**src/mewd_pkg.sv**
```systemverilog
// shared types and constants for the encoded word decoder
// no dependencies; imported by the front, queue, back, top level and checker
`default_nettype none

package mewd_pkg;

    // width of the space counter; low bits of space_limit that are used
    localparam int LIMIT_WIDTH = 16;

    // entries in the queue between front and back
    localparam int QUEUE_DEPTH = 4;
    localparam int QPTR_W      = $clog2(QUEUE_DEPTH);

    // most results one item can cause
    localparam int MAX_RESULTS = 3;

    // end marker status codes
    typedef enum logic [1:0] {
        ST_OK      = 2'd0,
        ST_BAD_ENC = 2'd1,
        ST_TRUNC   = 2'd2
    } status_t;

    // work handed from front to back: one to three results
    typedef struct packed {
        logic [MAX_RESULTS-1:0][7:0] data;
        logic [1:0]                  count;
        logic                        marker;
        status_t                     status;
    } job_t;

    // queue fill state seen by the top level and the back part
    typedef struct packed {
        logic empty;
        logic full;
    } q_flags_t;

endpackage

`default_nettype wire

```
**src/mewd_front.sv**
```systemverilog
// front part: accepts bytes, tracks word state and turns each byte that gives results or a marker into a job
// depends on mewd_pkg
`default_nettype none

module mewd_front
(
    input  wire logic             clk,
    input  wire logic             rst_n,
    input  wire logic             accept,
    input  wire logic [7:0]       in_byte,
    input  wire logic             word_start,
    input  wire logic [15:0]      space_limit,
    output mewd_pkg::job_t        job,
    output logic                  push
);
    import mewd_pkg::*;

    typedef enum logic [1:0] {
        MODE_NONE = 2'd0,
        MODE_Q    = 2'd1,
        MODE_B    = 2'd2
    } mode_t;

    typedef enum logic [1:0] {
        ESC_IDLE = 2'd0,
        ESC_HIGH = 2'd1,
        ESC_LOW  = 2'd2
    } esc_t;

    localparam logic [7:0] CH_QMARK = 8'h3F;
    localparam logic [7:0] CH_EQ    = 8'h3D;
    localparam logic [7:0] CH_UNDER = 8'h5F;
    localparam logic [7:0] CH_SPACE = 8'h20;
    localparam logic [7:0] CH_PLUS  = 8'h2B;
    localparam logic [7:0] CH_SLASH = 8'h2F;

    // {invalid, value}
    function automatic logic [4:0] hex_decode(input logic [7:0] c);
        logic [4:0] r;
        r = 5'h10;
        if (c >= 8'h30 && c <= 8'h39) r = {1'b0, 4'(c - 8'h30)};
        if (c >= 8'h41 && c <= 8'h46) r = {1'b0, 4'(c - 8'h37)};
        if (c >= 8'h61 && c <= 8'h66) r = {1'b0, 4'(c - 8'h57)};
        return r;
    endfunction

    // {skip, pad, value}
    function automatic logic [7:0] b64_decode(input logic [7:0] c);
        logic [7:0] r;
        r = 8'h80;
        if (c >= 8'h41 && c <= 8'h5A) r = {2'b00, 6'(c - 8'h41)};
        if (c >= 8'h61 && c <= 8'h7A) r = {2'b00, 6'(c - 8'h47)};
        if (c >= 8'h30 && c <= 8'h39) r = {2'b00, 6'(c + 8'h04)};
        if (c == CH_PLUS)  r = 8'd62;
        if (c == CH_SLASH) r = 8'd63;
        if (c == CH_EQ)    r = 8'h40;
        return r;
    endfunction

    logic [2:0]             qmark_reg,   qmark_next;
    mode_t                  mode_reg,    mode_next;
    logic                   bad_reg,     bad_next;
    esc_t                   esc_reg,     esc_next;
    logic [3:0]             nib_reg,     nib_next;
    logic [1:0]             qc_reg,      qc_next;
    logic [2:0][6:0]        sx_reg,      sx_next;
    logic                   stop_reg,    stop_next;
    logic [LIMIT_WIDTH-1:0] space_reg,   space_next;
    logic                   trunc_reg,   trunc_next;

    logic [MAX_RESULTS-1:0][7:0] cand;
    logic [1:0]                  ncand;
    logic [1:0]                  nout;
    logic                        mark;
    status_t                     mark_st;
    logic [4:0]                  hx;
    logic [7:0]                  bv;

    always_comb
    begin
        qmark_next = qmark_reg;
        mode_next  = mode_reg;
        bad_next   = bad_reg;
        esc_next   = esc_reg;
        nib_next   = nib_reg;
        qc_next    = qc_reg;
        sx_next    = sx_reg;
        stop_next  = stop_reg;
        space_next = space_reg;
        trunc_next = trunc_reg;
        cand       = '0;
        ncand      = 2'd0;
        nout       = 2'd0;
        mark       = 1'b0;
        mark_st    = ST_OK;
        hx         = hex_decode(in_byte);
        bv         = b64_decode(in_byte);

        // new word clears everything and loads the space
        if (word_start)
        begin
            qmark_next = '0;
            mode_next  = MODE_NONE;
            bad_next   = 1'b0;
            esc_next   = ESC_IDLE;
            nib_next   = '0;
            qc_next    = '0;
            sx_next    = '0;
            stop_next  = 1'b0;
            trunc_next = 1'b0;
            space_next = space_limit[LIMIT_WIDTH-1:0];
        end

        if (in_byte == CH_QMARK)
        begin
            if (qmark_next < 3'd4)
            begin
                qmark_next = qmark_next + 3'd1;
                if (qmark_next == 3'd3 && mode_next == MODE_NONE)
                    bad_next = 1'b1;
                if (qmark_next == 3'd4)
                begin
                    mark    = 1'b1;
                    mark_st = bad_next ? ST_BAD_ENC : (trunc_next ? ST_TRUNC : ST_OK);
                end
            end
        end
        else if (qmark_next == 3'd2)
        begin
            // letter field: only the first byte counts
            if (mode_next == MODE_NONE && !bad_next)
            begin
                if (in_byte == 8'h51 || in_byte == 8'h71)
                    mode_next = MODE_Q;
                else if (in_byte == 8'h42 || in_byte == 8'h62)
                    mode_next = MODE_B;
                else
                    bad_next = 1'b1;
            end
        end
        else if (qmark_next == 3'd3 && !bad_next)
        begin
            if (mode_next == MODE_Q)
            begin
                case (esc_next)
                    ESC_HIGH:
                    begin
                        nib_next = hx[4] ? 4'hF : hx[3:0];
                        esc_next = ESC_LOW;
                    end
                    ESC_LOW:
                    begin
                        esc_next = ESC_IDLE;
                        cand[0]  = hx[4] ? 8'hFF : {nib_next, hx[3:0]};
                        ncand    = 2'd1;
                    end
                    default:
                    begin
                        if (in_byte == CH_EQ)
                            esc_next = ESC_HIGH;
                        else
                        begin
                            cand[0] = (in_byte == CH_UNDER) ? CH_SPACE : in_byte;
                            ncand   = 2'd1;
                        end
                    end
                endcase
            end
            else if (mode_next == MODE_B)
            begin
                if (!stop_next && !bv[7])
                begin
                    case (qc_next)
                        2'd0:    begin sx_next[0] = bv[6:0]; qc_next = 2'd1; end
                        2'd1:    begin sx_next[1] = bv[6:0]; qc_next = 2'd2; end
                        2'd2:    begin sx_next[2] = bv[6:0]; qc_next = 2'd3; end
                        default:
                        begin
                            // quartet complete; padding stops decoding
                            qc_next = 2'd0;
                            cand[0] = {sx_next[0][5:0], sx_next[1][5:4]};
                            cand[1] = {sx_next[1][3:0], sx_next[2][5:2]};
                            cand[2] = {sx_next[2][1:0], bv[5:0]};
                            if (sx_next[0][6] || sx_next[1][6])
                                stop_next = 1'b1;
                            else if (sx_next[2][6])
                            begin
                                stop_next = 1'b1;
                                ncand     = 2'd1;
                            end
                            else if (bv[6])
                            begin
                                stop_next = 1'b1;
                                ncand     = 2'd2;
                            end
                            else
                                ncand = 2'd3;
                        end
                    endcase
                end
            end
        end

        // bytes beyond the space are dropped and flagged
        if (LIMIT_WIDTH'(ncand) > space_next)
        begin
            nout       = space_next[1:0];
            trunc_next = 1'b1;
        end
        else
            nout = ncand;
        space_next = space_next - LIMIT_WIDTH'(nout);
    end

    always_comb
    begin
        job.data   = cand;
        job.count  = mark ? 2'd1 : nout;
        job.marker = mark;
        job.status = mark_st;
        push       = accept && (mark || nout != 2'd0);
    end

    always_ff @(posedge clk or negedge rst_n)
    begin
        if (!rst_n)
        begin
            qmark_reg <= '0;
            mode_reg  <= MODE_NONE;
            bad_reg   <= 1'b0;
            esc_reg   <= ESC_IDLE;
            nib_reg   <= '0;
            qc_reg    <= '0;
            sx_reg    <= '0;
            stop_reg  <= 1'b0;
            space_reg <= '0;
            trunc_reg <= 1'b0;
        end
        else if (accept)
        begin
            qmark_reg <= qmark_next;
            mode_reg  <= mode_next;
            bad_reg   <= bad_next;
            esc_reg   <= esc_next;
            nib_reg   <= nib_next;
            qc_reg    <= qc_next;
            sx_reg    <= sx_next;
            stop_reg  <= stop_next;
            space_reg <= space_next;
            trunc_reg <= trunc_next;
        end
    end

endmodule

`default_nettype wire

```
**src/mewd_queue.sv**
```systemverilog
// short job queue between front and back
// depends on mewd_pkg
`default_nettype none

module mewd_queue
(
    input  wire logic             clk,
    input  wire logic             rst_n,
    input  wire logic             push,
    input  wire mewd_pkg::job_t   push_job,
    input  wire logic             pop,
    output mewd_pkg::job_t        head,
    output mewd_pkg::q_flags_t    flags
);
    import mewd_pkg::*;

    job_t                mem [QUEUE_DEPTH];
    logic [QPTR_W-1:0]   wr_reg;
    logic [QPTR_W-1:0]   rd_reg;
    logic [QPTR_W:0]     cnt_reg;
    logic [QPTR_W:0]     cnt_next;

    assign head        = mem[rd_reg];
    assign flags.empty = (cnt_reg == '0);
    assign flags.full  = (cnt_reg == (QPTR_W+1)'(QUEUE_DEPTH));

    always_comb
    begin
        cnt_next = cnt_reg;
        if (push && !pop)
            cnt_next = cnt_reg + 1'b1;
        else if (pop && !push)
            cnt_next = cnt_reg - 1'b1;
    end

    always_ff @(posedge clk)
    begin
        if (push)
            mem[wr_reg] <= push_job;
    end

    always_ff @(posedge clk or negedge rst_n)
    begin
        if (!rst_n)
        begin
            wr_reg  <= '0;
            rd_reg  <= '0;
            cnt_reg <= '0;
        end
        else
        begin
            if (push)
                wr_reg <= wr_reg + 1'b1;
            if (pop)
                rd_reg <= rd_reg + 1'b1;
            cnt_reg <= cnt_next;
        end
    end

    a_no_overflow: assert property (@(posedge clk) disable iff (!rst_n)
        flags.full |-> !push)
        else $error("push into full queue");

    a_no_underflow: assert property (@(posedge clk) disable iff (!rst_n)
        flags.empty |-> !pop)
        else $error("pop from empty queue");

    a_ptr_track: assert property (@(posedge clk) disable iff (!rst_n)
        (cnt_reg != '0 && cnt_reg != (QPTR_W+1)'(QUEUE_DEPTH)) |->
            (wr_reg != rd_reg))
        else $error("pointers disagree with fill count");

    a_job_nonempty: assert property (@(posedge clk) disable iff (!rst_n)
        push |-> (push_job.count != 2'd0))
        else $error("job with no results queued");

endmodule

`default_nettype wire

```
**src/mewd_back.sv**
```systemverilog
// back part: takes jobs from the queue and sends their results one by one
// depends on mewd_pkg
`default_nettype none

module mewd_back
(
    input  wire logic               clk,
    input  wire logic               rst_n,
    input  wire mewd_pkg::job_t     head,
    input  wire mewd_pkg::q_flags_t flags,
    output logic                    pop,
    output logic                    out_valid,
    input  wire logic               out_stall,
    output logic [7:0]              out_byte,
    output logic                    is_marker,
    output logic [1:0]              status,
    output logic                    last_of_run
);
    import mewd_pkg::*;

    job_t        cur_reg;
    logic        cur_valid_reg;
    logic [1:0]  idx_reg;
    logic        ov_reg;
    logic [7:0]  byte_reg;
    logic        mark_reg;
    status_t     st_reg;
    logic        last_reg;

    logic        load;
    logic        is_last;
    logic        done;
    logic [7:0]  sel_byte;

    always_comb
    begin
        load    = cur_valid_reg && (!ov_reg || !out_stall);
        is_last = (idx_reg == cur_reg.count - 2'd1);
        done    = load && is_last;
        pop     = !flags.empty && (!cur_valid_reg || done);
        case (idx_reg)
            2'd0:    sel_byte = cur_reg.data[0];
            2'd1:    sel_byte = cur_reg.data[1];
            2'd2:    sel_byte = cur_reg.data[2];
            default: sel_byte = '0;
        endcase
    end

    always_ff @(posedge clk)
    begin
        if (pop)
            cur_reg <= head;
        if (load)
        begin
            byte_reg <= cur_reg.marker ? 8'h00 : sel_byte;
            mark_reg <= cur_reg.marker;
            st_reg   <= cur_reg.marker ? cur_reg.status : ST_OK;
            last_reg <= is_last;
        end
    end

    always_ff @(posedge clk or negedge rst_n)
    begin
        if (!rst_n)
        begin
            cur_valid_reg <= 1'b0;
            idx_reg       <= '0;
            ov_reg        <= 1'b0;
        end
        else
        begin
            if (pop)
            begin
                cur_valid_reg <= 1'b1;
                idx_reg       <= '0;
            end
            else if (done)
                cur_valid_reg <= 1'b0;
            else if (load)
                idx_reg <= idx_reg + 2'd1;

            if (load)
                ov_reg <= 1'b1;
            else if (!out_stall)
                ov_reg <= 1'b0;
        end
    end

    assign out_valid   = ov_reg;
    assign out_byte    = byte_reg;
    assign is_marker   = mark_reg;
    assign status      = st_reg;
    assign last_of_run = last_reg;

endmodule

`default_nettype wire

```
**src/mime_encoded_word_decoder.sv**
```systemverilog
// top level of the encoded word decoder: front, job queue and back
// depends on mewd_pkg, mewd_front, mewd_queue, mewd_back
`default_nettype none

// channel  | valid     | stall     | payload
// ---------+-----------+-----------+-----------------------------------------
// input    | in_valid  | in_stall  | in_byte, word_start, space_limit
// output   | out_valid | out_stall | out_byte, is_marker, status, last_of_run
//
// one input item is taken per cycle while the queue has room; in_stall is
// the queue full flag, so the front waits on the output side only once the queue fills
// each item gives zero to three results, sent one per cycle unless the output
// stalls, so the output port sets the sustained rate; items with no result
// use no output slot; results pass the queue, job and output registers
// reset clears all word state, the queue and the output register; no word
// needs to be started for the block to run (space is then zero)
// a stall on the output holds the output register; the queue absorbs up to
// four jobs before the input is stalled

module mime_encoded_word_decoder
(
    input  wire logic        clk,
    input  wire logic        rst_n,
    // input channel
    input  wire logic        in_valid,
    output logic             in_stall,
    input  wire logic [7:0]  in_byte,
    input  wire logic        word_start,
    input  wire logic [15:0] space_limit,
    // result channel
    output logic             out_valid,
    input  wire logic        out_stall,
    output logic [7:0]       out_byte,
    output logic             is_marker,
    output logic [1:0]       status,
    output logic             last_of_run
);
    import mewd_pkg::*;

    job_t     new_job;
    job_t     head_job;
    q_flags_t qf;
    logic     accept;
    logic     push;
    logic     pop;

    // input is held off only while the queue is full
    assign in_stall = qf.full;
    assign accept   = in_valid && !qf.full;

    // classify bytes and update word state
    mewd_front u_front
    (
        .clk         (clk),
        .rst_n       (rst_n),
        .accept      (accept),
        .in_byte     (in_byte),
        .word_start  (word_start),
        .space_limit (space_limit),
        .job         (new_job),
        .push        (push)
    );

    // decouples the per-byte front from the per-result back
    mewd_queue u_queue
    (
        .clk      (clk),
        .rst_n    (rst_n),
        .push     (push),
        .push_job (new_job),
        .pop      (pop),
        .head     (head_job),
        .flags    (qf)
    );

    // serialise each job into results behind an output register
    mewd_back u_back
    (
        .clk         (clk),
        .rst_n       (rst_n),
        .head        (head_job),
        .flags       (qf),
        .pop         (pop),
        .out_valid   (out_valid),
        .out_stall   (out_stall),
        .out_byte    (out_byte),
        .is_marker   (is_marker),
        .status      (status),
        .last_of_run (last_of_run)
    );

endmodule

`default_nettype wire

```
**config.mk**
```make
export PLATFORM = sky130hd
export DESIGN_NAME = mime_encoded_word_decoder
export DESIGN_NICKNAME = d
export VERILOG_FILES = /design/src/mewd_pkg.sv /design/src/mewd_front.sv /design/src/mewd_queue.sv /design/src/mewd_back.sv /design/src/mime_encoded_word_decoder.sv
export SDC_FILE = /design/constraint.sdc
export NUM_CORES = 1
export LEC_CHECK = 0
export ABC_CLOCK_PERIOD_IN_PS = 10600
export BUFFER_PORTS_ARGS = -buffer_cell sky130_fd_sc_hd__buf_2
export CAP_MARGIN = 20
export CORE_UTILIZATION = 60
export CTS_CLUSTER_SIZE = 24
export DETAILED_ROUTE_END_ITERATION = 8
export GPL_TIMING_DRIVEN = 0
export HOLD_SLACK_MARGIN = 0.05
export MAX_ROUTING_LAYER = met4
export PLACE_DENSITY = 0.8
export SLEW_MARGIN = 20
export SYNTH_ARGS = -nofsm -noshare
export SYNTH_HDL_FRONTEND = slang
export SYNTH_SLANG_ARGS = --single-unit
```
**constraint.sdc**
```tcl
create_clock -name clk -period 10.6 [get_ports clk]
set_input_delay 0.53 -clock clk [delete_from_list [all_inputs] [get_ports clk]]
set_output_delay 0.53 -clock clk [all_outputs]
set_load 0.05 [all_outputs]
```
==> out/metrics.yaml, run 1 <==
placement:
  portBuffers: 40
  hpwl_mm: 16.4
  gp_congestion: 0.930
  placed_cell_area_um2: 11400
pwr:
  seq_power_share: 0.459
  switching_share: 0.307
  p_int_mw: 1.66
  power_frac_clock: 0.305
  power_density_nw_per_um2: 198
  p_leak_nw: 4.73
  ir_drop_mv: 0.186
  p_sw_uw: 735
  p_comb_frac: 0.236
floorplan:
  die_w_um: 136
  fp.dieH_um: 136
  fp-row-count: 48
  io_pins: 43
  die_area_um2: 18500
  core_area_um2: 17400
  initial_core_util: 0.618
grt:
  overflow: 0
  grt_pass1_wl_mm: 37.3
  grt_usage: 0.274
  antenna_found_initial: 0
  grt_pass1_vias: 6941
  grt_max_degree: 55
logic_synthesis:
  synth-main-ff-cell: "edfxtp_1"
  syn_nets: 905
  avgSynthCellArea_um2: 12.8
  synth_cells: 842
  synth_async_sr_flop_share: 0.290
  yosysMostFrequentCell: "edfxtp_1"
  synth_common_cells: "edfxtp_1 (157), dfrtp_1 (64), nand2_1 (56), nor2_1 (55), o21ai_0 (48)"
  ys_types: 80
  synth_top_area_cell: "edfxtp_1"
  synth_top_area_frac: 0.438
  synth_area_leaders: "edfxtp_1 (44%), dfrtp_1 (15%), mux4_2 (6.1%)"
  ys_ff_latch: 221
  synth_seq_area_share: 0.587
  synth_edf_count: 157
  synthesis.area_um2: 10800
  yosysWarningCount: 0
setup_path:
  crit_type: "in2reg"
  crit_family: "buffers and inverters"
  critPathRequiredTime_ns: 11.04
  cp-end-kind: "flop"
  cpMostUsedCell: "buf_2"
  max_stage_delay_ns: 0.50
  crit_arrival_ns: 7.68
  cp_slowest_cell: "or4b_4"
  cp_num_buf_inv: 9
  crit_path_max_fanout: 10
  start_kind: "input port"
clock_tree:
  cts.sinks: 221
  cts_tree: "yes"
  clk-insertion-delay-late_ns: 0.52
  post_cts_buffers: 0
  h-tree-depth: 1
  clk_path_buf_depth: 3
  clock-root-buffer: "clkbuf_16"
  cts_buffers: 23
  clk_pin_slew_ns: 0.06
sta:
  timing.final.crit_share: 0.683
  rsz0062_at_grt: "false"
  drv_slew: 0
  relSlewSlack: 0.411
  worst_slew_pin_slew_ns: 0.884
  finClkSkew_ns: 0.0124
  tns_ns: 0
  holdWs_ns: 0.284
  hold_violations: 0
  period_needed_ns: 7.24
  fmax_ghz: 0.138
  setup_violations: 0
detailed_routing:
  firstDrtPassIters: 5
  vias: 7165
  drc: 0
  first_iter_violations: 546
  wl_mm: 23.7
  post_drt_wl_per_cell_um: 20.5
  vias_per_cell: 6.20
  drtAntennaViolNets: 0
finish:
  fin_area_um2: 12100
  drive_gt1_frac: 0.163
  num-fill-cells: 1220
  n_antenna_cell: 0
  nNetsFinal: 976
  largest_register_ffs: 116
  syn2layout_area_growth_pct: 12.2
outcome:
  outcome: "finished, final reports clean"
run:
  max-cap-violations: 0
worst_hold_path:
  hold_class: "in2reg"
[layer usage]
layer / GRT usage / wire, um
met1: 0.361 / 10100
met2: 0.454 / 11900
met3: 0.0343 / 1240
met4: 0.0698 / 474
met5: - / 0
[worst paths after layout]
| path | startpoint | to | slack (ns) | depth (start not counted) |
|---|---|---|---|---|
| max in group asynchronous | rst_n | u_front.mode_reg[0] | 9.64 | 3 |
| max | word_start | u_front.space_reg[14] | 3.36 | 29 |
| min reg2reg | u_front.nib_reg[3] | u_front.nib_reg[3] | 0.47 | 2 |
| min in group asynchronous | rst_n | u_back.out_valid | 0.41 | 2 |
| max reg2reg | u_front.qmark_reg[1] | u_front.space_reg[14] | 4.69 | 24 |
| min | out_stall | u_back.out_valid | 0.28 | 3 |
[tightest hold or removal path, stage by stage]
cell and delay, ns:
buf_2 0.08, nand2_1 0.08, nand2b_1 0.08
[cell usage in the layout, fill, tap and decap left out, types with 4 or more instances in the layout]
cell,synthesis,layout
nor3_1,10,10
inv_1,39,39
xnor2_1,11,11
edfxtp_1,157,157
a222oi_1,8,8
a31oi_1,4,4
buf_1,4,4
o22ai_1,7,7
ha_1,32,32
a22oi_1,11,11
a21oi_1,36,34
nor2b_1,13,13
nor2_1,55,55
o31a_1,6,5
clkbuf_16,0,23
nand3_1,32,32
o21a_1,5,5
nand2_1,56,56
clkinv_1,0,7
o21ai_1,20,20
mux4_2,29,29
a22o_1,11,11
o221ai_1,5,5
buf_2,11,50
and3_1,6,6
and2_1,15,15
xor2_1,12,12
clkbuf_1,25,32
nor3b_1,5,5
nand2b_1,14,14
dfrtp_1,64,64
mux2i_1,8,8
nor3_2,4,4
o21ai_0,48,48
[power by group through the flow]
stage	logic [mW]	clock network [mW]	registers, mW
finish	0.566	0.730	1.10
global route	0.618	0.766	1.11
global placement	0.546	0	1.11
CTS	0.572	0.739	1.10
detailed placement	0.566	0	1.12
floorplan	0.375	0	1.15
[repair_timing]
action	CTS	global route
resized for setup	0	0
hold buffers	1	0
endpoints found under the hold margin	10	0
[metrics by stage]
stage               power (mW)  cells  utilization  worst slack (ns)
finish                    2.40   1155        0.693              3.36
global route              2.50   1155        0.693              2.88
CTS                       2.41   1155        0.693              3.41
detailed placement        1.68   1112        0.654              2.88
global placement          1.66   1107        0.646              2.14
floorplan                 1.53    842            -              4.14
[final cells by class]
cell class              count  area (um^2)  share of cell area
plain buffers              43          191              0.0159
clock buffers              30          602              0.0498
clock inverters            12         70.1             0.00580
inverters                  41          154              0.0127
multi-input cells         537         4130               0.342
flip-flops and latches    221         6320               0.523
well taps                 225          282              0.0233
repair buffers             46          330              0.0274
[cell families after synthesis]
kind of cell / share of synthesized area
AO/OA/AOI/OAI: 0.122
XOR/XNOR: 0.0187
adder cells (fa/ha/maj): 0.0409
buffers and inverters: 0.0321
flip-flops: 0.587
multiplexers: 0.0737
AND/OR/NAND/NOR: 0.126
No activity file was read; power rests on OpenSTA's default activity.
==> run 2, diff against run 1 <==
--- a/config.mk
+++ b/config.mk
@@ -5,7 +5,7 @@
 export SDC_FILE = /design/constraint.sdc
 export NUM_CORES = 1
 export LEC_CHECK = 0
-export ABC_CLOCK_PERIOD_IN_PS = 10600
+export ABC_CLOCK_PERIOD_IN_PS = 7200
 export BUFFER_PORTS_ARGS = -buffer_cell sky130_fd_sc_hd__buf_2
 export CAP_MARGIN = 20
 export CORE_UTILIZATION = 60
==> constraint.sdc (replaced) <==
create_clock -name clk -period 7.2 [get_ports clk]
set_input_delay 0.36 -clock clk [delete_from_list [all_inputs] [get_ports clk]]
set_output_delay 0.36 -clock clk [all_outputs]
set_load 0.05 [all_outputs]
==> run 2 against run 1 <==
Against the previous run:
- routed wire length is 0.54% lower
- sequential power grew 47%
- worst hold slack got worse by 0.17 ns
- clock power rose by 48%
- clock skew increased by 0.0016 ns
- core utilization fell by 0.050 points
- sequential cell count unchanged
- global-route usage is the same
- register-to-register slack lost 3.4 ns
- die area stayed put
- non-clock buffer count is 2 lower
- via count grew 0.35%
- critical endpoint unchanged
==> out/metrics.yaml, run 2 (synthesis gave the netlist of run 1 again) <==
sta:
  worst_slew_pin_slew_ns: 0.891  # +0.00725 ns
  holdWs_ns: 0.114  # -0.170 ns
  tns_ns: 0  # unchanged
  setup_violations: 0  # unchanged
  drv_slew: 0  # unchanged
  rsz0062_at_grt: "false"
  timing.final.crit_share: 0.890
  hold_violations: 0  # unchanged
  relSlewSlack: 0.406  # -0.00483
  fmax_ghz: 0.156
  period_needed_ns: 6.41
  layout_setup_ws_ns: 0.792  # -2.57 ns
  finClkSkew_ns: 0.0140  # +0.00162 ns
setup_path:
  cp_slowest_cell: "or4b_4"
  r2r-end: "u_front.space_reg[14]"
  crit_type: "in2reg"
  cp_num_buf_inv: 7  # -2
  critPathRequiredTime_ns: 7.63  # -3.41 ns
  crit_path_max_fanout: 28  # +18
  crit_family: "simple AND/OR/NAND/NOR gates"
  reg2reg_slack_ns: 1.34  # -3.35 ns
  r2r-start: "u_front.qmark_reg[1]"
  crit_arrival_ns: 6.84  # -0.84 ns
  start_kind: "input port"
  max_stage_delay_ns: 0.50  # about the same
  cp-end-kind: "flop"
  r2r_cells: 24  # unchanged
placement:
  placed_cell_area_um2: 11400  # unchanged
  place_inst: 1112  # unchanged
  hpwl_mm: 16.4  # unchanged
  gp_congestion: 0.930  # unchanged
  portBuffers: 40  # unchanged
  dp_slack_ns: -0.347  # -3.23 ns
grt:
  grt_usage: 0.274  # unchanged
  antenna_found_initial: 0  # unchanged
  overflow: 0  # unchanged
  grt_pass1_vias: 6941  # unchanged
  grt_max_degree: 55  # unchanged
  grt_pass1_wl_mm: 37.3  # unchanged
detailed_routing:
  wl_mm: 23.6  # -0.54%
  post_drt_wl_per_cell_um: 20.4  # -0.37%
  vias_per_cell: 6.24  # +0.52%
  firstDrtPassIters: 6  # +1
  drtAntennaViolNets: 0  # unchanged
  first_iter_violations: 542  # -0.73%
  drc: 0  # unchanged
  vias: 7190  # +0.35%
pwr:
  power_density_nw_per_um2: 292  # +47%
  ir_drop_mv: 0.273  # +46%
  p_total_mw: 3.53  # +47%
  p_leak_nw: 4.73  # -0.11%
finish:
  nNetsFinal: 974  # -0.20%
  fin_area_um2: 12100  # about the same
  num-fill-cells: 1220  # unchanged
  syn2layout_area_growth_pct: 12.1  # about the same
  n_antenna_cell: 0  # unchanged
  mostFrequentLayoutCell: "edfxtp_1"
  fin_cells: 1153  # -0.17%
  drive_gt1_frac: 0.163  # -0.000725
  largest_register_ffs: 116  # unchanged
  post-route-util: 0.693  # about the same
  final_cell_mix: "edfxtp_1 (157), dfrtp_1 (64), nand2_1 (56)"
run:
  max-cap-violations: 0  # unchanged
clock_tree:
  cts_tree: "yes"
  post_cts_buffers: 0  # unchanged
  clk_path_buf_depth: 3  # unchanged
  clk_pin_slew_ns: 0.06  # about the same
  clk-insertion-delay-late_ns: 0.52  # about the same
  clock-root-buffer: "clkbuf_16"
  cts_buffers: 23  # unchanged
  cts.sinks: 221  # unchanged
  h-tree-depth: 1  # unchanged
floorplan:
  fp-row-count: 48  # unchanged
  fp.dieH_um: 136  # unchanged
  die_w_um: 136  # unchanged
  core_area_um2: 17400  # unchanged
  initial_core_util: 0.618  # unchanged
  die_area_um2: 18500  # unchanged
  io_pins: 43  # unchanged
worst_hold_path:
  hold-path-cell-count: 3  # unchanged
  whs_endpoint: "u_back.out_valid"
  hold_class: "in2reg"
  min_from: "out_stall"
outcome:
  outcome: "finished, final reports clean"
==> run 2: changes by cell type in the layout (fill, tap and decap cells not counted) <==
cell and delta:
clkbuf_1 -1, buf_2 -1
==> run 2: worst register-to-register path, stage by stage (launching register included) <==
cell	delay (ns)
dfrtp_1	0.33
nor2b_1	0.23
ha_1	0.22
ha_1	0.15
inv_1	0.04
a211o_1	0.34
nor3_2	0.25
o31a_1	0.31
clkbuf_1	0.34
a32oi_1	0.11
ha_1	0.34
or4b_4	0.50
nor4_4	0.21
a31oi_1	0.07
o21ai_1	0.22
nand2_1	0.18
inv_2	0.11
ha_1	0.21
fa_1	0.28
o21ai_1	0.24
nor3_2	0.31
nor4b_2	0.38
xor2_1	0.18
mux2i_1	0.09
a22oi_1	0.19
==> run 2: area by class of cell <==
type | count | area (um^2) | share of cell area
buffer | 41 | 183 | 0.0151
clock buffer | 30 | 602 | 0.0499
clock inverter | 12 | 70.1 | 0.00581
inverter | 41 | 154 | 0.0128
multi-input combinational | 537 | 4130 | 0.342
sequential | 221 | 6320 | 0.524
tap | 225 | 282 | 0.0233
timing repair buffer | 46 | 330 | 0.0274
==> run 2: worst max path at each step <==
stage / startpoint / to / depth (start not counted)
2_1_floorplan: word_start / u_queue.mem[0][0] / 23
3_3_place_gp: word_start / u_queue.mem[0][14] / 21
3_5_place_dp: word_start / u_front.space_reg[14] / 29
4_1_cts: word_start / u_front.space_reg[14] / 29
5_1_grt: word_start / u_front.space_reg[14] / 27
6_report: word_start / u_front.space_reg[14] / 27
==> run 2: where the power goes <==
part | total (mW) | switching [mW] | internal (mW)
logic | 0.831 | 0.514 | 0.318
clock network | 1.08 | 0.482 | 0.593
registers | 1.62 | 0.0840 | 1.53
==> run 2: routing by layer <==
| layer | up-vias | share of wire | global-route usage |
|---|---|---|---|
| met3 | 45 | 0.054 | 0.0343 |
| met1 | 3542 | 0.43 | 0.361 |
| met4 | 0 | 0.021 | 0.0698 |
| met5 | - | 0 | - |
| met2 | 274 | 0.50 | 0.454 |
| li1 | 3329 | - | - |
==> run 2: repair_timing <==
item / in CTS / in global routing
hold buffers: 1 / 0
gates resized for setup: 0 / 0
endpoints found under the hold margin: 64 / 0
endpoints found under the setup margin: 0 / 4
==> run 3, diff against run 2 <==
--- a/config.mk
+++ b/config.mk
@@ -8,6 +8,7 @@
 export ABC_CLOCK_PERIOD_IN_PS = 7200
 export BUFFER_PORTS_ARGS = -buffer_cell sky130_fd_sc_hd__buf_2
 export CAP_MARGIN = 20
+export CORE_MARGIN = 3
 export CORE_UTILIZATION = 60
 export CTS_CLUSTER_SIZE = 24
 export DETAILED_ROUTE_END_ITERATION = 8
==> run 3 against run 2 <==
Against the previous run:
- critical path depth grew 1
- non-clock buffer count grew 2
- largest cell class unchanged
- final cell count grew 0.17%
- power grew 5.1%
- largest power group unchanged
- routed wire length grew 3.9%
- die area grew 6.0%
- first-iteration DRC count grew 5.9%
==> out/metrics.yaml, run 3 (synthesis gave the netlist of run 1 again) <==
outcome:
  outcome: "finished, final reports clean"
setup_path:
  crit_type: "in2reg"
  crit_arrival_ns: 7.09  # +0.25 ns
  start_kind: "input port"
  crit_path_max_fanout: 19  # -32%
  cp_slowest_cell: "or4b_4"
  critPathRequiredTime_ns: 7.63  # about the same
  cpMostUsedCell: "buf_2"
  r2r_cells: 24  # unchanged
  cp-end-kind: "flop"
  max_stage_delay_ns: 0.50  # about the same
pwr:
  ir_drop_mv: 0.285  # +4.4%
  power_density_nw_per_um2: 303  # +3.8%
  p_total_mw: 3.70  # +5.1%
  p_leak_nw: 4.81  # +1.6%
floorplan:
  fp.dieH_um: 140  # +2.9%
  die_area_um2: 19600  # +6.0%
  initial_core_util: 0.618  # unchanged
  io_pins: 43  # unchanged
  core_area_um2: 17400  # unchanged
  die_w_um: 140  # +2.9%
  fp-row-count: 48  # unchanged
finish:
  drive_gt1_frac: 0.176  # +0.0136
  nNetsFinal: 976  # +0.21%
  mostFrequentLayoutCell: "edfxtp_1"
  n_antenna_cell: 0  # unchanged
  final_cell_mix: "edfxtp_1 (157), dfrtp_1 (64), nand2_1 (56)"
  syn2layout_area_growth_pct: 13.5
  num-fill-cells: 1218  # -0.16%
  largest_register_ffs: 116  # unchanged
  post-route-util: 0.701  # +0.00855
placement:
  portBuffers: 40  # unchanged
  hpwl_mm: 16.8  # +2.6%
  gp_congestion: 0.930  # about the same
clock_tree:
  clk_path_buf_depth: 3  # unchanged
  cts_buffers: 23  # unchanged
  cts.sinks: 221  # unchanged
  h-tree-depth: 1  # unchanged
  clk_pin_slew_ns: 0.07  # about the same
  cts_tree: "yes"
  clk-insertion-delay-late_ns: 0.52  # about the same
  post_cts_buffers: 0  # unchanged
  clock-root-buffer: "clkbuf_16"
sta:
  relSlewSlack: 0.427  # +0.0216
  rsz0062_at_grt: "false"
  worst_slew_pin_slew_ns: 0.859  # -0.0324 ns
  period_needed_ns: 6.66  # +0.256 ns
  hold_violations: 0  # unchanged
  fmax_ghz: 0.150  # -3.8%
  drv_slew: 0  # unchanged
  tns_ns: 0  # unchanged
  timing.final.crit_share: 0.926  # +0.0356
  finClkSkew_ns: 0.0158  # +0.00183 ns
  setup_violations: 0  # unchanged
detailed_routing:
  drtAntennaViolNets: 0  # unchanged
  firstDrtPassIters: 5  # -1
  vias: 7186  # -0.056%
  vias_per_cell: 6.22  # -0.23%
  wl_mm: 24.5  # +3.9%
  post_drt_wl_per_cell_um: 21.2  # +3.7%
  drc: 0  # unchanged
  first_iter_violations: 574  # +5.9%
grt:
  met3_usage: 0.0345  # +0.000180
  grt_max_degree: 41  # -25%
  grt_usage: 0.260  # -0.0146
  grt_pass1_wl_mm: 39.3  # +5.4%
  overflow: 0  # unchanged
  grt_use_met1: 0.332  # -0.0295
  grt.busiest_layer: "met2"
  grt_use_met2: 0.446  # -0.00815
  antenna_found_initial: 0  # unchanged
  grt_pass1_vias: 7194  # +3.6%
worst_hold_path:
  hold_class: "in2reg"
  hold-path-cell-count: 3  # unchanged
run:
  max-cap-violations: 0  # unchanged
[run 3: worst paths after layout]
check | from | to | slack (ns)
max | word_start | u_front.space_reg[14] | 0.54
min | out_stall | u_back.out_valid | 0.1
max reg2reg | u_front.qmark_reg[1] | u_front.space_reg[14] | 1.33
min reg2reg | u_front.qmark_reg[1] | u_front.qmark_reg[1] | 0.48
max in group asynchronous | rst_n | u_front.sx_reg[12] | 6.33
min in group asynchronous | rst_n | u_front.space_reg[5] | 0.31
[run 3: routing by layer]
layer | part of all wire | vias to the layer above
met5 | 0 | -
met4 | 0.025 | 0
met3 | 0.052 | 53
met2 | 0.51 | 262
met1 | 0.41 | 3543
li1 | - | 3328
[run 3: layout make-up]
cell class | count | area (um^2) | share of cell area
sequential | 221 | 6320 | 0.517
multi-input combinational | 537 | 4130 | 0.338
clock buffer | 25 | 583 | 0.0477
timing repair buffer | 47 | 355 | 0.0291
tap | 225 | 282 | 0.0231
clock inverter | 17 | 206 | 0.0169
buffer | 42 | 189 | 0.0155
inverter | 41 | 154 | 0.0126
[run 3: repair_timing]
| action | in CTS | in global routing |
|---|---|---|
| hold buffers | 1 | 0 |
| resized for setup | 0 | 2 |
| setup endpoints to repair | 0 | 5 |
| endpoints found under the hold margin | 24 | 0 |
[run 3: report_power, final]
group	internal, mW	switching (mW)	total, mW	leakage, nW
clock	0.736	0.495	1.23	0.387
combinational	0.328	0.525	0.853	1.96
sequential	1.53	0.0872	1.62	2.46
[run 3: critical path: cells and delay by family]
| family | cells | cell delay [ns] |
|---|---|---|
| AO/OA/AOI/OAI | 7 | 1.50 |
| XOR/XNOR | 1 | 0.18 |
| adder cells (fa/ha/maj) | 4 | 1.06 |
| buffers and inverters | 8 | 1.91 |
| multiplexers | 1 | 0.09 |
| AND/OR/NAND/NOR | 7 | 1.98 |
[run 3: per-stage QoR]
| stage | setup WS, ns | instances | hold slack, ns | instance area (um^2) |
|---|---|---|---|---|
| 6_report | 0.536 | 1155 | 0.0968 | 12200 |
| 5_1_grt | 0.0288 | 1155 | 0.113 | 12200 |
| 4_1_cts | 0.184 | 1156 | 0.0808 | 12200 |
| 3_5_place_dp | -0.302 | 1113 | 0.314 | 11400 |
| 3_3_place_gp | -1.10 | 1107 | 0.450 | 11200 |
| 2_1_floorplan | 0.907 | 842 | 0.0644 | 10800 |
